[src/rtl/gspid_pkg.sv]
// Shared types, widths and constants of the gain-scheduled PID controller.
package gspid_pkg;

  // Output limits in whole drive units (Q8.8 value is this times 256).
  localparam int OUT_MAX = 100;
  localparam int OUT_MIN = 0;
  localparam int MS_PER_S = 1000;

  localparam int TEMP_W = 16;
  localparam int ERR_W = TEMP_W + 1;
  localparam int BAND_W = 15;
  localparam int GAIN_W = 16;
  localparam int MS_W = 16;
  localparam int DRIVE_W = 16;
  localparam int ACC_W = 40;
  localparam int CFG_IDX_W = 3;
  localparam int CFG_DATA_W = 16;
  localparam int FUNC_W = 2;

  // Shared multiplier operand and product widths.
  localparam int MUL_A_W = 28;
  localparam int MUL_B_W = 18;
  localparam int MUL_P_W = MUL_A_W + MUL_B_W;

  // Radix-4 divider: dividend bits, divisor bits, step counter.
  localparam int DIV_N_W = 56;
  localparam int DIV_D_W = 16;
  localparam int DIV_STEP_W = 5;
  // Steps (two quotient bits each) for the three divisions.
  localparam int INC_STEPS = MUL_P_W / 2;
  localparam int LIM_STEPS = 16;
  localparam int DRV_STEPS = DIV_N_W / 2;
  localparam int LIM_NUM = OUT_MAX * (2 ** 24);

  // Output sum and rounding.
  localparam int SUM_W = 60;
  localparam int FRAC_SHIFT = 16;
  localparam int RND_W = SUM_W - FRAC_SHIFT;
  localparam logic signed [RND_W:0] DRIVE_HI = (RND_W + 1)'(OUT_MAX * 256);
  localparam logic signed [RND_W:0] DRIVE_LO = (RND_W + 1)'(OUT_MIN * 256);

  localparam logic signed [ACC_W-1:0] ACC_MAX = {1'b0, {(ACC_W - 1){1'b1}}};
  localparam logic signed [ACC_W-1:0] ACC_MIN = {1'b1, {(ACC_W - 1){1'b0}}};

  // Register reset values.
  localparam logic signed [TEMP_W-1:0] TARGET_RST = 16'sd3200;
  localparam logic [BAND_W-1:0] BAND_RST = 15'd160;
  localparam logic [GAIN_W-1:0] KP_G_RST = 16'd512;
  localparam logic [GAIN_W-1:0] KI_G_RST = 16'd13;
  localparam logic [GAIN_W-1:0] KD_G_RST = 16'd64;
  localparam logic [GAIN_W-1:0] KP_S_RST = 16'd1024;
  localparam logic [GAIN_W-1:0] KI_S_RST = 16'd51;
  localparam logic [GAIN_W-1:0] KD_S_RST = 16'd256;

  typedef enum logic [FUNC_W-1:0] {
    FUNC_SAMPLE,
    FUNC_ENABLE,
    FUNC_DISABLE,
    FUNC_RESET
  } func_t;

  typedef enum logic [CFG_IDX_W-1:0] {
    REG_TARGET,
    REG_BAND,
    REG_KP_GENTLE,
    REG_KI_GENTLE,
    REG_KD_GENTLE,
    REG_KP_STRONG,
    REG_KI_STRONG,
    REG_KD_STRONG
  } cfg_reg_t;

  typedef struct packed {
    logic                  start;
    logic [DIV_STEP_W-1:0] steps;
    logic [DIV_N_W-1:0]    dividend;
    logic [DIV_D_W-1:0]    divisor;
  } div_req_t;

  typedef struct packed {
    logic               busy;
    logic [DIV_N_W-1:0] quot;
  } div_rsp_t;

endpackage

[src/rtl/gspid_mul.sv]
// Shared signed multiplier with a registered product.
module gspid_mul (
  input  logic                                   clk,
  input  logic signed [gspid_pkg::MUL_A_W-1:0]   a,
  input  logic signed [gspid_pkg::MUL_B_W-1:0]   b,
  output logic signed [gspid_pkg::MUL_P_W-1:0]   p
);
  import gspid_pkg::*;

  always_ff @(posedge clk) begin
    p <= MUL_P_W'(a) * MUL_P_W'(b);
  end

endmodule

[src/rtl/gspid_div.sv]
// Unsigned radix-4 restoring divider, two quotient bits per cycle.
module gspid_div (
  input  logic                 clk,
  input  logic                 rst,
  input  gspid_pkg::div_req_t  req,
  output gspid_pkg::div_rsp_t  rsp
);
  import gspid_pkg::*;

  logic [DIV_N_W-1:0]    work;
  logic [DIV_D_W-1:0]    rem;
  logic [DIV_D_W-1:0]    dsor;
  logic [DIV_STEP_W-1:0] left;
  logic                  busy;

  logic [DIV_D_W:0] t1, r1, t2, r2;
  logic             q1, q2;

  // Two dividend bits enter the remainder, one compare-subtract per bit.
  always_comb begin
    t1 = {rem, work[DIV_N_W-1]};
    q1 = t1 >= {1'b0, dsor};
    r1 = q1 ? t1 - {1'b0, dsor} : t1;
    t2 = {r1[DIV_D_W-1:0], work[DIV_N_W-2]};
    q2 = t2 >= {1'b0, dsor};
    r2 = q2 ? t2 - {1'b0, dsor} : t2;
  end

  always_ff @(posedge clk) begin
    if (rst) begin
      busy <= 1'b0;
      left <= '0;
    end else if (req.start) begin
      work <= req.dividend;
      rem  <= '0;
      dsor <= req.divisor;
      left <= req.steps;
      busy <= req.steps != '0;
    end else if (busy) begin
      work <= {work[DIV_N_W-3:0], q1, q2};
      rem  <= r2[DIV_D_W-1:0];
      left <= left - 1'b1;
      if (left == DIV_STEP_W'(1)) begin
        busy <= 1'b0;
      end
    end
  end

  assign rsp.busy = busy;
  assign rsp.quot = work;

endmodule

[src/rtl/gain_scheduled_pid_controller.sv]
// Top level of the gain-scheduled PID temperature controller.
//
//   channel  dir  handshake           payload
//   s_*      in   s_tvalid/s_tready   s_tuser: func; s_tdata: sample_temp, elapsed_ms
//   m_*      out  m_tvalid/m_tready   m_tdata: drive_level, running, strong_gains
//   cfg_*    in   cfg_valid/cfg_ready cfg_index: register, cfg_data: value
//
// Enable, disable, reset, and samples that only prime or change nothing
// go from accept straight to the done state, which presents the result.
// A full sample runs the three divisions on the shared radix-4 divider
// (23, 16 and 28 steps); with ki zero the 16-step limit division and its
// wait state are skipped.
// Reset is synchronous and restores register defaults and clears state.
// A finished result waits in the output register; the next item is taken
// while it waits, and a full sample holds in its last state until the
// output register is free.
module gain_scheduled_pid_controller (
  input  logic        clk,
  input  logic        rst,
  // slave side
  input  logic        s_tvalid,
  output logic        s_tready,
  input  logic [31:0] s_tdata,   // [15:0] sample_temp, [31:16] elapsed_ms
  input  logic [1:0]  s_tuser,   // [1:0] func
  // master side
  output logic        m_tvalid,
  input  logic        m_tready,
  output logic [23:0] m_tdata,   // [15:0] drive_level, [16] running, [17] strong_gains
  // configuration writes
  input  logic        cfg_valid,
  output logic        cfg_ready,
  input  logic [2:0]  cfg_index,
  input  logic [15:0] cfg_data
);
  import gspid_pkg::*;

  typedef enum logic [3:0] {
    S_IDLE,
    S_SEL,
    S_GAIN,
    S_INC,
    S_P,
    S_DT,
    S_D,
    S_WINC,
    S_WLIM,
    S_I0,
    S_I1,
    S_I2,
    S_WD,
    S_RND,
    S_CLIP,
    S_DONE
  } state_t;

  state_t state;

  // Configuration registers.
  logic signed [TEMP_W-1:0] target_temp;
  logic [BAND_W-1:0]        switch_band;
  logic [GAIN_W-1:0]        kp_gentle, ki_gentle, kd_gentle;
  logic [GAIN_W-1:0]        kp_strong, ki_strong, kd_strong;

  // Controller state.
  logic                      enabled_flag, primed_flag, strong_mode;
  logic signed [ACC_W-1:0]   integral_acc;
  logic signed [TEMP_W-1:0]  prev_temp;
  logic signed [DRIVE_W-1:0] drive_reg;

  // Working registers of one sample.
  logic signed [TEMP_W-1:0]  samp_temp;
  logic [MS_W-1:0]           samp_ms;
  logic signed [ERR_W-1:0]   err;
  logic signed [ERR_W-1:0]   dtemp;
  logic [GAIN_W-1:0]         kp, ki, kd;
  logic                      inc_neg, d_neg, rnd_neg;
  logic [DIV_N_W-1:0]        d_dividend;
  logic signed [SUM_W-1:0]   pid_sum;
  logic [RND_W-1:0]          rnd_mag;

  // Output register.
  logic [DRIVE_W-1:0] out_drive;
  logic               out_running, out_strong;

  // Shared units.
  logic signed [MUL_A_W-1:0] mul_a;
  logic signed [MUL_B_W-1:0] mul_b;
  logic signed [MUL_P_W-1:0] mul_p;
  div_req_t                  div_req;
  div_rsp_t                  div_rsp;

  gspid_mul u_mul (
    .clk (clk),
    .a   (mul_a),
    .b   (mul_b),
    .p   (mul_p)
  );

  gspid_div u_div (
    .clk (clk),
    .rst (rst),
    .req (div_req),
    .rsp (div_rsp)
  );

  // Input fields.
  func_t                    in_func;
  logic signed [TEMP_W-1:0] in_temp;
  logic [MS_W-1:0]          in_ms;

  assign in_func = func_t'(s_tuser);
  assign in_temp = $signed(s_tdata[TEMP_W-1:0]);
  assign in_ms   = s_tdata[TEMP_W+MS_W-1:TEMP_W];

  assign s_tready  = state == S_IDLE;
  assign cfg_ready = 1'b1;
  assign m_tdata   = {6'b0, out_strong, out_running, out_drive};

  // Datapath helpers, one wide add or compare each.
  logic [ERR_W-1:0]          abs_err;
  logic signed [MUL_P_W-1:0] inc_num;
  logic                      inc_sign;
  logic [MUL_P_W-1:0]        inc_half;
  logic signed [DIV_N_W-1:0] d_num;
  logic                      d_sign;
  logic [DIV_N_W-1:0]        d_half;
  logic [ACC_W:0]            inc_q;
  logic [ACC_W:0]            acc_sum;
  logic signed [ACC_W-1:0]   acc_sat;
  logic signed [ACC_W-1:0]   lim_pos, lim_neg;
  logic [SUM_W-1:0]          sum_u, dq_ext, sum_sub, rnd_sum;
  logic                      sum_neg;
  logic signed [RND_W:0]     out_val, out_hi;

  always_comb begin
    abs_err  = err[ERR_W-1] ? ERR_W'(-err) : ERR_W'(err);

    // Integral increment numerator: err * ms * 4096, magnitude plus 500.
    inc_num  = mul_p <<< 12;
    inc_sign = inc_num[MUL_P_W-1];
    inc_half = (inc_sign ? ~inc_num : inc_num) +
               (inc_sign ? MUL_P_W'(MS_PER_S / 2 + 1) : MUL_P_W'(MS_PER_S / 2));

    // Derivative numerator: kd * dT * 1000 * 4096, magnitude plus ms/2.
    d_num  = DIV_N_W'(mul_p) <<< 12;
    d_sign = d_num[DIV_N_W-1];
    d_half = (d_sign ? ~d_num : d_num) + DIV_N_W'(samp_ms >> 1) + DIV_N_W'(d_sign);

    // Integral update with saturation at the 40-bit bounds.
    inc_q   = (ACC_W + 1)'(div_rsp.quot);
    acc_sum = {integral_acc[ACC_W-1], integral_acc} + (inc_neg ? ~inc_q : inc_q) +
              (ACC_W + 1)'(inc_neg);
    if (acc_sum[ACC_W] != acc_sum[ACC_W-1]) begin
      acc_sat = acc_sum[ACC_W] ? ACC_MIN : ACC_MAX;
    end else begin
      acc_sat = $signed(acc_sum[ACC_W-1:0]);
    end

    lim_pos = $signed({{(ACC_W - 2 * LIM_STEPS){1'b0}}, div_rsp.quot[2*LIM_STEPS-1:0]});
    lim_neg = -lim_pos;

    // Subtract the derivative term: sum - D, with D = -q when d_neg.
    sum_u   = pid_sum;
    dq_ext  = SUM_W'(div_rsp.quot);
    sum_sub = sum_u + (d_neg ? dq_ext : ~dq_ext) + SUM_W'(!d_neg);

    // Round to Q8.8, half away from zero.
    sum_neg = pid_sum[SUM_W-1];
    rnd_sum = (sum_neg ? ~sum_u : sum_u) + SUM_W'(2 ** (FRAC_SHIFT - 1)) + SUM_W'(sum_neg);

    // Lower to the upper limit first, then raise to the lower limit.
    out_val = rnd_neg ? -$signed({1'b0, rnd_mag}) : $signed({1'b0, rnd_mag});
    out_hi  = (out_val > DRIVE_HI) ? DRIVE_HI : out_val;
  end

  // Operand select for the shared multiplier.
  always_comb begin
    mul_a = '0;
    mul_b = '0;
    case (state)
      S_GAIN: begin
        mul_a = MUL_A_W'(samp_ms);
        mul_b = MUL_B_W'(err);
      end
      S_INC: begin
        mul_a = MUL_A_W'(err);
        mul_b = MUL_B_W'(kp);
      end
      S_P: begin
        mul_a = MUL_A_W'(dtemp);
        mul_b = MUL_B_W'(MS_PER_S);
      end
      S_DT: begin
        mul_a = $signed(mul_p[MUL_A_W-1:0]);
        mul_b = MUL_B_W'(kd);
      end
      S_I0: begin
        mul_a = MUL_A_W'(integral_acc[23:0]);
        mul_b = MUL_B_W'(ki);
      end
      S_I1: begin
        mul_a = MUL_A_W'($signed(integral_acc[ACC_W-1:24]));
        mul_b = MUL_B_W'(ki);
      end
      default: begin
        mul_a = '0;
        mul_b = '0;
      end
    endcase
  end

  // Requests to the shared divider.
  always_comb begin
    div_req = '0;
    case (state)
      S_INC: begin
        div_req.start    = 1'b1;
        div_req.steps    = DIV_STEP_W'(INC_STEPS);
        div_req.dividend = DIV_N_W'(inc_half) << (DIV_N_W - 2 * INC_STEPS);
        div_req.divisor  = DIV_D_W'(MS_PER_S);
      end
      S_WINC: begin
        div_req.start    = !div_rsp.busy && (ki != '0);
        div_req.steps    = DIV_STEP_W'(LIM_STEPS);
        div_req.dividend = DIV_N_W'(LIM_NUM) << (DIV_N_W - 2 * LIM_STEPS);
        div_req.divisor  = ki;
      end
      S_I0: begin
        div_req.start    = 1'b1;
        div_req.steps    = DIV_STEP_W'(DRV_STEPS);
        div_req.dividend = d_dividend;
        div_req.divisor  = samp_ms;
      end
      default: begin
        div_req = '0;
      end
    endcase
  end

  // Configuration register writes.
  always_ff @(posedge clk) begin
    if (rst) begin
      target_temp <= TARGET_RST;
      switch_band <= BAND_RST;
      kp_gentle   <= KP_G_RST;
      ki_gentle   <= KI_G_RST;
      kd_gentle   <= KD_G_RST;
      kp_strong   <= KP_S_RST;
      ki_strong   <= KI_S_RST;
      kd_strong   <= KD_S_RST;
    end else if (cfg_valid && cfg_ready) begin
      case (cfg_reg_t'(cfg_index))
        REG_TARGET:    target_temp <= $signed(cfg_data);
        REG_BAND:      switch_band <= cfg_data[BAND_W-1:0];
        REG_KP_GENTLE: kp_gentle   <= cfg_data;
        REG_KI_GENTLE: ki_gentle   <= cfg_data;
        REG_KD_GENTLE: kd_gentle   <= cfg_data;
        REG_KP_STRONG: kp_strong   <= cfg_data;
        REG_KI_STRONG: ki_strong   <= cfg_data;
        REG_KD_STRONG: kd_strong   <= cfg_data;
        default: ;
      endcase
    end
  end

  // Sequencer, controller state and output register.
  always_ff @(posedge clk) begin
    if (rst) begin
      state        <= S_IDLE;
      enabled_flag <= 1'b0;
      primed_flag  <= 1'b0;
      strong_mode  <= 1'b0;
      integral_acc <= '0;
      prev_temp    <= '0;
      drive_reg    <= '0;
      m_tvalid     <= 1'b0;
    end else begin
      // Drop the result once the sink takes it, unless the next one replaces it.
      if (m_tvalid && m_tready && state != S_DONE) begin
        m_tvalid <= 1'b0;
      end

      case (state)
        S_IDLE: begin
          if (s_tvalid) begin
            state <= S_DONE;
            case (in_func)
              FUNC_SAMPLE: begin
                if (!enabled_flag) begin
                  drive_reg <= '0;
                end else if (!primed_flag) begin
                  prev_temp   <= in_temp;
                  primed_flag <= 1'b1;
                end else if (in_ms != '0) begin
                  samp_temp <= in_temp;
                  samp_ms   <= in_ms;
                  state     <= S_SEL;
                end
              end
              FUNC_ENABLE: begin
                enabled_flag <= 1'b1;
                primed_flag  <= 1'b0;
              end
              FUNC_DISABLE: begin
                enabled_flag <= 1'b0;
                drive_reg    <= '0;
              end
              default: begin
                integral_acc <= '0;
                prev_temp    <= '0;
                primed_flag  <= 1'b0;
                drive_reg    <= '0;
              end
            endcase
          end
        end

        S_SEL: begin
          err   <= ERR_W'(target_temp) - ERR_W'(samp_temp);
          dtemp <= ERR_W'(samp_temp) - ERR_W'(prev_temp);
          state <= S_GAIN;
        end

        // Pick the gain set; multiplier starts err * ms.
        S_GAIN: begin
          if (abs_err > ERR_W'(switch_band)) begin
            strong_mode <= 1'b1;
            kp <= kp_strong;
            ki <= ki_strong;
            kd <= kd_strong;
          end else begin
            strong_mode <= 1'b0;
            kp <= kp_gentle;
            ki <= ki_gentle;
            kd <= kd_gentle;
          end
          state <= S_INC;
        end

        // Divider starts the /1000; multiplier starts kp * err.
        S_INC: begin
          inc_neg <= inc_sign;
          state   <= S_P;
        end

        S_P: begin
          pid_sum <= SUM_W'(mul_p) <<< 12;
          state   <= S_DT;
        end

        S_DT: begin
          state <= S_D;
        end

        S_D: begin
          d_neg      <= d_sign;
          d_dividend <= d_half;
          state      <= S_WINC;
        end

        // Integrate; divider starts OUT_MAX * 2^24 / ki when ki is nonzero.
        S_WINC: begin
          if (!div_rsp.busy) begin
            integral_acc <= acc_sat;
            state        <= (ki != '0) ? S_WLIM : S_I0;
          end
        end

        S_WLIM: begin
          if (!div_rsp.busy) begin
            if (integral_acc > lim_pos) begin
              integral_acc <= lim_pos;
            end else if (integral_acc < lim_neg) begin
              integral_acc <= lim_neg;
            end
            state <= S_I0;
          end
        end

        // Divider starts the derivative; multiplier starts ki * low integral.
        S_I0: begin
          state <= S_I1;
        end

        S_I1: begin
          pid_sum <= pid_sum + SUM_W'(mul_p);
          state   <= S_I2;
        end

        S_I2: begin
          pid_sum <= pid_sum + (SUM_W'(mul_p) <<< 24);
          state   <= S_WD;
        end

        S_WD: begin
          if (!div_rsp.busy) begin
            pid_sum <= $signed(sum_sub);
            state   <= S_RND;
          end
        end

        S_RND: begin
          rnd_neg <= sum_neg;
          rnd_mag <= rnd_sum[SUM_W-1:FRAC_SHIFT];
          state   <= S_CLIP;
        end

        S_CLIP: begin
          drive_reg <= (out_hi < DRIVE_LO) ? DRIVE_LO[DRIVE_W-1:0] : out_hi[DRIVE_W-1:0];
          prev_temp <= samp_temp;
          state     <= S_DONE;
        end

        // Hold until the output register is free, then present the result.
        S_DONE: begin
          if (!m_tvalid || m_tready) begin
            m_tvalid    <= 1'b1;
            out_drive   <= drive_reg;
            out_running <= enabled_flag;
            out_strong  <= strong_mode;
            state       <= S_IDLE;
          end
        end

        default: begin
          state <= S_IDLE;
        end
      endcase
    end
  end

endmodule

[config.mk]
export PLATFORM = sky130hd
export DESIGN_NAME = gain_scheduled_pid_controller
export DESIGN_NICKNAME = d
export VERILOG_FILES = /design/src/rtl/gspid_pkg.sv /design/src/rtl/gspid_mul.sv /design/src/rtl/gspid_div.sv /design/src/rtl/gain_scheduled_pid_controller.sv
export SDC_FILE = /design/constraint.sdc
export NUM_CORES = 2
export LEC_CHECK = 0
export BUFFER_PORTS_ARGS = -buffer_cell sky130_fd_sc_hd__buf_4
export CORE_MARGIN = 4
export CORE_UTILIZATION = 45
export DETAILED_ROUTE_END_ITERATION = 6
export PLACE_DENSITY = 0.67
export SLEW_MARGIN = 20
export SYNTH_ARGS = -nofsm -noshare
export SYNTH_HDL_FRONTEND = slang
export SYNTH_HIERARCHICAL = 1
export SYNTH_SLANG_ARGS = --single-unit
export TNS_END_PERCENT = 10
[constraint.sdc]
create_clock -name clk -period 8.5 [get_ports clk]
set_input_delay 0.85 -clock clk [delete_from_list [all_inputs] [get_ports clk]]
set_output_delay 0.85 -clock clk [all_outputs]
set_load 0.01 [all_outputs]
; ---- Word-level counts from Yosys, hierarchy flattened
; Index checks and enable logic that the tools add are counted.
[totals]
inputBits = 58
register_bits = 642
out_inout_bits = 27
[classes]
bitwise_logic = 7
addsub = 19
n_eq_ne = 40
n_mux = 64
mul = 1
n_reduce_logical = 45
n_lt_le_gt_ge = 7
[ops]
columns = operator, n
row1 = 40-bit 2-to-1 mux, 8
row2 = 60-bit one-hot mux with 4 select lines, 1
row3 = 78-bit one-hot mux with 3 select lines, 1
row4 = 16-bit 2-to-1 mux, 12
row5 = 60-bit 2-to-1 mux, 3
row6 = 56-bit 2-to-1 mux, 3
row7 = 28-bit one-hot mux with 6 select lines, 1
row8 = 16-bit one-hot mux with 2 select lines, 4
row9 = 60-bit by 1-bit adder with 60-bit output, 2
row10 = 60-bit adder, 2
row11 = 40-bit one-hot mux with 3 select lines, 1
row12 = 45-bit 2-to-1 mux, 2
row13 = 18-bit one-hot mux with 5 select lines, 1
row14 = 4-bit one-hot mux with 16 select lines, 1
row15 = "60-bit by 16-bit adder with 60-bit output, second input constant", 1
row16 = 60-bit by 46-bit adder with 60-bit output, 1
row17 = 56-bit NOT with 60-bit output, 1
row18 = 60-bit NOT, 1
row19 = 56-bit by 1-bit adder with 56-bit output, 1
row20 = 56-bit by 15-bit adder with 56-bit output, 1
row21 = 56-bit NOT, 1
row22 = 46-bit by 10-bit adder with 46-bit output, 1
row23 = 28-bit by 18-bit multiplier with 46-bit output, 1
row24 = 46-bit 2-to-1 mux, 1
row25 = other kinds (56), 131

; ---- Logic depth before layout (Yosys ltp)
[logic_depth]
word_depth = 8
depth_mapped = 34
depth_no_buf = 28

; ---- Hierarchy
; The synthesis kept the hierarchy.
[by_module_without_submodules]
columns = mod, instances, cells_per_inst, seq_area_each_um2, area_each_um2
row1 = gain_scheduled_pid_controller, 1, 5193, 13002.5, 42908.7
row2 = gspid_mul, 1, 2095, 920.9, 18824.3
row3 = gspid_div, 1, 473, 2762.6, 5711.7

; ---- Worst setup path before layout
; No wires, ideal clock.
[synth_timing]
kind = reg2reg
start = register state[0]
end = register u_mul/p[32] (netlist bit)
path_slack_ps = 907
stages_incl_launch_ff = 32
setup_time_ps = 127
arrival_ps = 7466
period_less_slack_ps = 7593
required_time_ps = 8373
cell_sequence = dfxtp_1 -> clkbuf_1 -> nand2b_1 -> or2_2 -> clkbuf_1 -> inv_1 -> clkbuf_1 -> clkbuf_1 -> a22oi_1 -> nand3_1 -> clkbuf_1 -> clkbuf_1 -> nand2_1 -> fa_1 -> fa_1 -> fa_1 -> inv_1 -> fa_1 -> fa_1 -> inv_1 -> fa_1 -> inv_1 -> ha_1 -> buf_2 -> a21o_1 -> a221o_1 -> a22oi_1 -> nand3_1 -> a21o_1 -> a31oi_1 -> o21ai_0 -> xor2_1
[synth_lines]
columns = element, line
row1 = "start, declared", gain_scheduled_pid_controller.sv:56  ; state_t state;
row2 = "start signal, assigned", gain_scheduled_pid_controller.sv:365  ; state <= (ki != '0) ? S_WLIM : S_I0;
row3 = 4-bit == test (tied with other cells), gain_scheduled_pid_controller.sv:180  ; case (state)
row4 = 28-bit one-hot mux with 6 select lines *, gain_scheduled_pid_controller.sv:180
row5 = via mul_a[11], gain_scheduled_pid_controller.sv:86  ; logic signed [MUL_A_W-1:0] mul_a;
row6 = 28-bit by 18-bit multiplier with 46-bit output *, gspid_mul.sv:11  ; p <= MUL_P_W'(a) * MUL_P_W'(b);
row7 = "end signal, assigned", gspid_mul.sv:11
row8 = "end, declared", gspid_mul.sv:6  ; output logic signed [gspid_pkg::MUL_P_W-1:0] p
; Mark *: on every way through the listed nets, which the timed path passes. The rest lies on a longest branch.
; A chain may end at the register's enable or synchronous reset.

; ---- Worst setup path after layout
[layout_timing]
start = register state[3]
end = register u_mul/p[32] (netlist bit)
; The elaborated chain is that of the path after synthesis.

==> flow_metrics.env <==
export IMPL_syn_cell_area_sq_um=67400
export IMPL_post_synth_top_area_cell="edfxtp_1"
export IMPL_largest_reg_flops=60
export IMPL_io_buffers=77
export IMPL_synth_commonest_cells="nand2_1, inv_1, fa_1"
export IMPL_synth_async_sr_flop_share=0
export IMPL_drt_iter0_markers=5634
export IMPL_yosys_area_share_simple=0.170
export IMPL_synthMuxAreaShare=0.0224
export IMPL_synthCells=7761
export IMPL_arrival_ns=8.57
export IMPL_slew_viol_final=0
export IMPL_synthXorXnorAreaFrac=0.0787
export IMPL_vias_per_cell=5.96
export IMPL_worstSetupPathType="reg -> reg"
export IMPL_cts_htree_levels=3
export IMPL_hold_ws_ns=0.321
export IMPL_worst_skew_pair_late_latency_ns=0.72
export IMPL_tritoncts="done"
export IMPL_drc=21
export IMPL_yosysUniqueCellTypes=111
export IMPL_grtUsageTotal=0.276
export IMPL_grt_max_degree=87
export IMPL_critPathRequiredTime_ns=9.02
export IMPL_reg_largest_list="pid_sum x60, d_dividend x56, u_div/work x56"
export IMPL_synth_edf_count=383
export IMPL_top_register="pid_sum"
export IMPL_worst_setup_path_end_kind="register"
export IMPL_violations="design-rule violations"
export IMPL_cts_num_sinks=642
export IMPL_fin_crit_ns=8.05
export IMPL_total_power_mw=29.1
export IMPL_synth_top_family_by_area="adder cells"
export IMPL_finalSetupTns_ns=0
export IMPL_fill_cells=14087
export IMPL_ant_nets=0
export IMPL_worst_setup_path_start_kind="register"
export IMPL_relSlewSlack=0.235
export IMPL_cpMaxStageDelayCell="fa_1"
export IMPL_yosys_most_used_dff="edfxtp_1"
export IMPL_critPathMaxStageDelay_ns=0.61
export IMPL_fin_crit_sh=0.947
export IMPL_cts_hold_buf=0
export IMPL_area_growth_pct=8.21
export IMPL_setup_viol=0
export IMPL_ys_ff_latch=642
export IMPL_post_synth_cell_area_avg_sq_um=8.69
export IMPL_irDropWorstVdd_v=0.000309
export IMPL_clock_fmax_mhz=124
export IMPL_die_area_sq_um=156000
export IMPL_p_leak_nw=30.7
export IMPL_wl_microns=220000
export IMPL_cp_top_family="adder cells"
export IMPL_path_buf_inv=5
export IMPL_synth_compound_area_share=0.176
export IMPL_crit_path_max_fanout=25
export IMPL_rows=141
export IMPL_root_buffer="clkbuf_16"
export IMPL_place_congestion=0.967
export IMPL_tightest_slew_ns=1.15
export IMPL_path_clk_slew_ns=0.06
export IMPL_skew_ns=0.0860
export IMPL_status="finished, violations left"
export IMPL_global_route_overflow_total=0
export IMPL_grt_pass1_vias=57263
export IMPL_die_h_microns=395
export IMPL_initial_core_util=0.455
export IMPL_post_place_ws_ns=0.409
export IMPL_seq_area_frac_synth=0.247
export IMPL_worstHoldPathType="in -> reg"
export IMPL_drive_gt1_frac=0.0795
export IMPL_grt_pass1_wl_microns=340000
export IMPL_antenna_found_initial=4
export IMPL_synthDominantCellAreaShare=0.171
export IMPL_synth_most_common_cell="nand2_1"
export IMPL_dp_final_hpwl_microns=169000
export IMPL_setup_slack_ns=0.451
export IMPL_core_sq_um=148000
export IMPL_num_io_pins=85
export IMPL_die_w_microns=395
export IMPL_cp_common_cell="fa_1"
export IMPL_synth_adder_area_share=0.237
export IMPL_clockBufferDepth=3
export IMPL_dr_total_vias=57867
export IMPL_fin_nets=8675
export IMPL_synth_warnings=6
export IMPL_rsz0062_at_grt="false"
export IMPL_p_per_area_nw_per_um2=398
export IMPL_final_hold_viol_count=0
export IMPL_cts_made_buffers=77
export IMPL_drt_wirelength_per_cell_microns=22.6
export IMPL_first_pass_iters=7
export IMPL_cap_violations=0
export IMPL_post_synth_main_area_contributors="edfxtp_1, fa_1, ha_1"
## through the flow
| step | utilization | instances | cell area [sq um] |
|---|---|---|---|
| floorplan | - | 7766 | 67500 |
| global placement | 0.473 | 9562 | 70200 |
| detailed placement | 0.473 | 9562 | 70200 |
| CTS | 0.492 | 9704 | 73000 |
| global route | 0.492 | 9704 | 73000 |
| finish | 0.492 | 9707 | 73000 |
## path summary, 6_finish.rpt
kind | to | from | slack, ns | depth (start not counted)
worst max-delay path | u_mul/p[32] | state[3] | 0.45 | 25
worst min register to register | out_drive[1] | drive_reg[1] | 0.43 | 0
worst min-delay path | samp_temp[12] | s_tdata[12] | 0.32 | 1
worst max register to register | u_mul/p[32] | state[3] | 0.45 | 25
## layout make-up
class	count	area, sq um	share of cell area
clock buffer	95	2120	0.0290
inverter	757	2840	0.0389
multi-input combinational	5912	46300	0.634
antenna	3	7.51	0.000103
clock inverter	47	647	0.00886
tap	2002	2500	0.0343
timing repair buffer	249	1900	0.0260
sequential	642	16700	0.229
## repair_timing
action                                  in CTS  in global routing
endpoints found under the setup margin       0                  9
resized for setup                            0                  1
buffers inserted                             0                  0
## layout by cell type, fill, tap and decap left out, types with 78 or more instances in the layout
| master | n |
|---|---|
| nand2_1 | 997 |
| clkbuf_16 | 78 |
| a21o_1 | 186 |
| a211oi_1 | 80 |
| edfxtp_1 | 383 |
| inv_1 | 753 |
| dfxtp_1 | 257 |
| a22oi_1 | 96 |
| a21oi_1 | 486 |
| xnor2_1 | 391 |
| nand4_1 | 89 |
| mux2_2 | 110 |
| buf_4 | 246 |
| nand3_1 | 167 |
| and2_1 | 233 |
| o21ai_0 | 304 |
| ha_1 | 481 |
| nor3_1 | 113 |
| nor2_1 | 393 |
| xor2_1 | 212 |
| fa_1 | 497 |
## logic make-up after synthesis
family          count (synthesis)
compound gates               1772
xor+xnor                      604
fa+ha+maj                     979
buf+inv                      1212
flops                         642
mux                           137
other cells                     2
simple gates                 2413
## per-layer routing
| metal | vias up | track usage | wire length [microns] | share of wire |
|---|---|---|---|---|
| met5 | - | 0 | 13 | 0.000059 |
| met2 | 2343 | 0.441 | 98900 | 0.45 |
| li1 | 26602 | - | - | - |
| met4 | 2 | 0.107 | 9700 | 0.044 |
| met3 | 454 | 0.0448 | 17600 | 0.080 |
| met1 | 28466 | 0.376 | 93400 | 0.43 |
## power breakdown
| group | switching [mW] | internal [mW] |
|---|---|---|
| combinational | 12.6 | 7.74 |
| sequential | 0.888 | 4.25 |
| clock | 1.53 | 2.06 |
| total | 15.0 | 14.0 |
Note: power is estimated with default switching activity, not from simulation.
